[src/rtl/bal_ram.sv]
// ============================================================================
// bal_ram
// Generic single-write, single-read RAM with registered, read-first output.
// ============================================================================
`default_nettype none

module bal_ram #(
    parameter int WIDTH = 8,
    parameter int DEPTH = 256
) (
    input  wire logic                     i_clk,
    input  wire logic                     i_wr_en,
    input  wire logic [$clog2(DEPTH)-1:0] i_wr_addr,
    input  wire logic [WIDTH-1:0]         i_wr_data,
    input  wire logic                     i_rd_en,
    input  wire logic [$clog2(DEPTH)-1:0] i_rd_addr,
    output logic      [WIDTH-1:0]         o_rd_data
);

    logic [WIDTH-1:0] r_mem [DEPTH];

    // write port
    always_ff @(posedge i_clk) begin
        if (i_wr_en) begin
            r_mem[i_wr_addr] <= i_wr_data;
        end
    end

    // read port, returns the old word on a same-address write
    always_ff @(posedge i_clk) begin
        if (i_rd_en) begin
            o_rd_data <= r_mem[i_rd_addr];
        end
    end

endmodule

`default_nettype wire

[config.mk]
export PLATFORM = sky130hd
export DESIGN_NAME = bal_ram
export DESIGN_NICKNAME = d
export VERILOG_FILES = /design/src/rtl/bal_ram.sv
export SDC_FILE = /design/constraint.sdc
export NUM_CORES = 2
export LEC_CHECK = 0
export BUFFER_PORTS_ARGS = -buffer_cell sky130_fd_sc_hd__buf_4
export CAP_MARGIN = 20
export CELL_PAD_IN_SITES_DETAIL_PLACEMENT = 0
export CELL_PAD_IN_SITES_GLOBAL_PLACEMENT = 1
export CORE_ASPECT_RATIO = 0.75
export CORE_MARGIN = 2
export CORE_UTILIZATION = 29
export CTS_CLUSTER_SIZE = 25
export DETAILED_ROUTE_END_ITERATION = 10
export GPL_TIMING_DRIVEN = 0
export PLACE_DENSITY_LB_ADDON = 0.1
export SYNTH_ARGS = -nofsm -noshare
export SYNTH_HDL_FRONTEND = slang
export SYNTH_SLANG_ARGS = --single-unit
[constraint.sdc]
create_clock -name i_clk -period 7.6 [get_ports i_clk]
set_input_delay 1.14 -clock i_clk [delete_from_list [all_inputs] [get_ports i_clk]]
set_output_delay 1.14 -clock i_clk [all_outputs]
set_load 0.05 [all_outputs]
==> flow_summary.toml <==
[power]
powerDensity_nw_per_um2 = 263
vdd_drop_max_v = 0.000158
leakagePower_uw = 0.0282
total_power_uw = 24300

[global_route]
overflow = 0
grt_pass1_wl_um = 392000
grt_max_degree = 133
antenna_found_initial = 35
grt_pass1_vias = 40500
track_usage_pct = 21.0

[job]
drv_cap = 0

[place]
io_buffers = 27
hpwl_um = 204000
place_congestion = 0.836
dpl_worst_slack_ns = 1.10
post_dp_cell_area_sq_um = 85800

[finish]
drive_above_1_share_pct = 23.7
synthToLayoutAreaGrowth_pct = 16.1
nNetsFinal = 4093
final_core_util_pct = 33.9
final_area_sq_um = 92400

[critical_path]
crit_type = "in -> reg"
worst_setup_path_start_kind = "input port"
arrival_ns = 6.17
worstSetupEndpointType = "flop"
crit_required_ns = 8.16
cp_max_fo = 10

[sta]
fin_setup_tns_ns = 0
clock_skew_ns = 0.0631
hold_viol_final = 0
slew_violations = 0
rsz0062_at_grt = "false"
fmax_mhz = 178
worst_pin_slew_ns = 1.22
max_slew_margin_pct = 18.8
fin_crit_ns = 5.61
fin_ws_ns = 1.99
setup_viol = 0
period_share_pct = 73.8

[synth]
yosysWarnings = 0
syn_area_sq_um = 79600
ys_seq_area_share_pct = 77.5
synth_most_common_cell = "edfxtp_1"
postSynthCellCount = 3733
synth_area_leaders = "edfxtp_1 (78%), mux4_2 (13%), mux2i_1 (1.7%), nor2_1 (1.3%), a22oi_1 (1.3%)"
avgSynthCellArea_sq_um = 21.3
synth_nets = 3760
synthArstFlopShare_pct = 0
ys_types = 54
yosys.area.top_type = "edfxtp_1"
netlist_top_cells_count = "edfxtp_1 (2056), mux4_2 (454), nor2_1 (282), mux2i_1 (134), a22oi_1 (133)"
yosys.area.top_type_share_pct = 77.5
ys.flop_type = "edfxtp_1"
synth_edf_count = 2056
ys_seq_elements = 2056

[run_status]
status = "finished clean"

[routing]
vias = 41200
via_per_inst = 5.25
detail_route.wl_per_cell_um = 37.9
first_pass_iters = 5
wl_um = 297000
postRouteAntennaNets = 0
drt-initial-drc-count = 5372
drcViolationCount = 0

[worst_hold_path]
hold_path_class = "in -> reg"

[floorplan]
initial_utilization_pct = 29.2
rows = 166
die-height_um = 458
core_area_sq_um = 273000
die_area_sq_um = 279000
pin_count = 35
die_x_um = 609

[clocking]
post-cts-setup-buffers = 0
cts-root-buf = "clkbuf_16"
cts_made_buffers = 220
cts_resized = 0
clockBufferDepth = 4
clk_latency_ns = 0.91
clock-sinks = 2056
clk_pin_slew_worst_paths_ns = 0.06
cts_tree = "built"
cts_hold_buf = 0
cts_max_level = 4
per-layer routing:
metal  up-vias  routed length, um  track usage (%)
met5         -                 60                0
met1     22900             144000             32.5
met3       329              18300             3.61
met4        10               6340             4.23
li1      16400                  -                -
met2      1527             128000             31.0
layout by cell type, fill, tap and decap left out, types with 39 or more instances in the layout:
cell type	synthesis	layout
a21oi_1	96	96
a22oi_1	133	133
buf_2	31	39
buf_4	27	63
clkbuf_1	111	128
clkbuf_16	0	221
clkinv_1	1	51
clkinv_2	0	42
edfxtp_1	2056	2056
mux2i_1	134	134
mux4_2	454	454
nor2_1	282	282
o221ai_1	46	46
final cells by class:
class,instances,area [sq um]
clock inverter,114,881
timing repair buffer,111,1620
tap,3612,4520
antenna,9,22.5
inverter,2,7.51
buffer,233,1490
sequential,2056,61700
multi-input combinational,1442,16500
fill,25800,180000
clock buffer,267,5700
metrics by stage:
step	cells	hold WS, ns
after global placement	7372	1.42
after CTS	7830	0.459
after detailed placement	7449	1.43
after global routing	7839	0.487
final	7846	0.513
after floorplan	3733	0.864
cell families after synthesis:
family | after synthesis | synth area share [%]
and+or+nand+nor | 466 | 2.63
AOI/OAI and AO/OA | 385 | 3.42
DFF | 2056 | 77.5
muxes | 591 | 14.6
buffers and inverters | 235 | 1.83
sequential cells by signal, indices dropped and copies added (netlist names):
signal / count
r_mem: 2048
o_rd_data: 8
worst max-delay path: stages:
cell and delay (ns):
buf_4 0.19, buf_2 0.63, buf_2 0.72, nand3b_1 0.48, clkbuf_1 0.53, o221ai_1 0.37
a21oi_1 0.07, a21oi_1 0.69, nor3_1 0.31, nor4_1 0.98
power breakdown:
part,switching (uW),internal (uW)
combinational,1070,435
sequential,6.72,12500
clock,4570,5730
path summary, 6_finish.rpt:
kind | startpoint | end | slack, ns | cells past startpoint
max reg2reg | r_mem[80][3] | o_rd_data[3] | 3.64 | 6
max | i_rd_addr[2] | o_rd_data[1] | 1.99 | 10
min | i_rd_en | o_rd_data[2] | 0.51 | 1
min reg2reg | r_mem[106][2] | o_rd_data[2] | 1.50 | 7
Note: power is estimated with default switching activity, not from simulation.
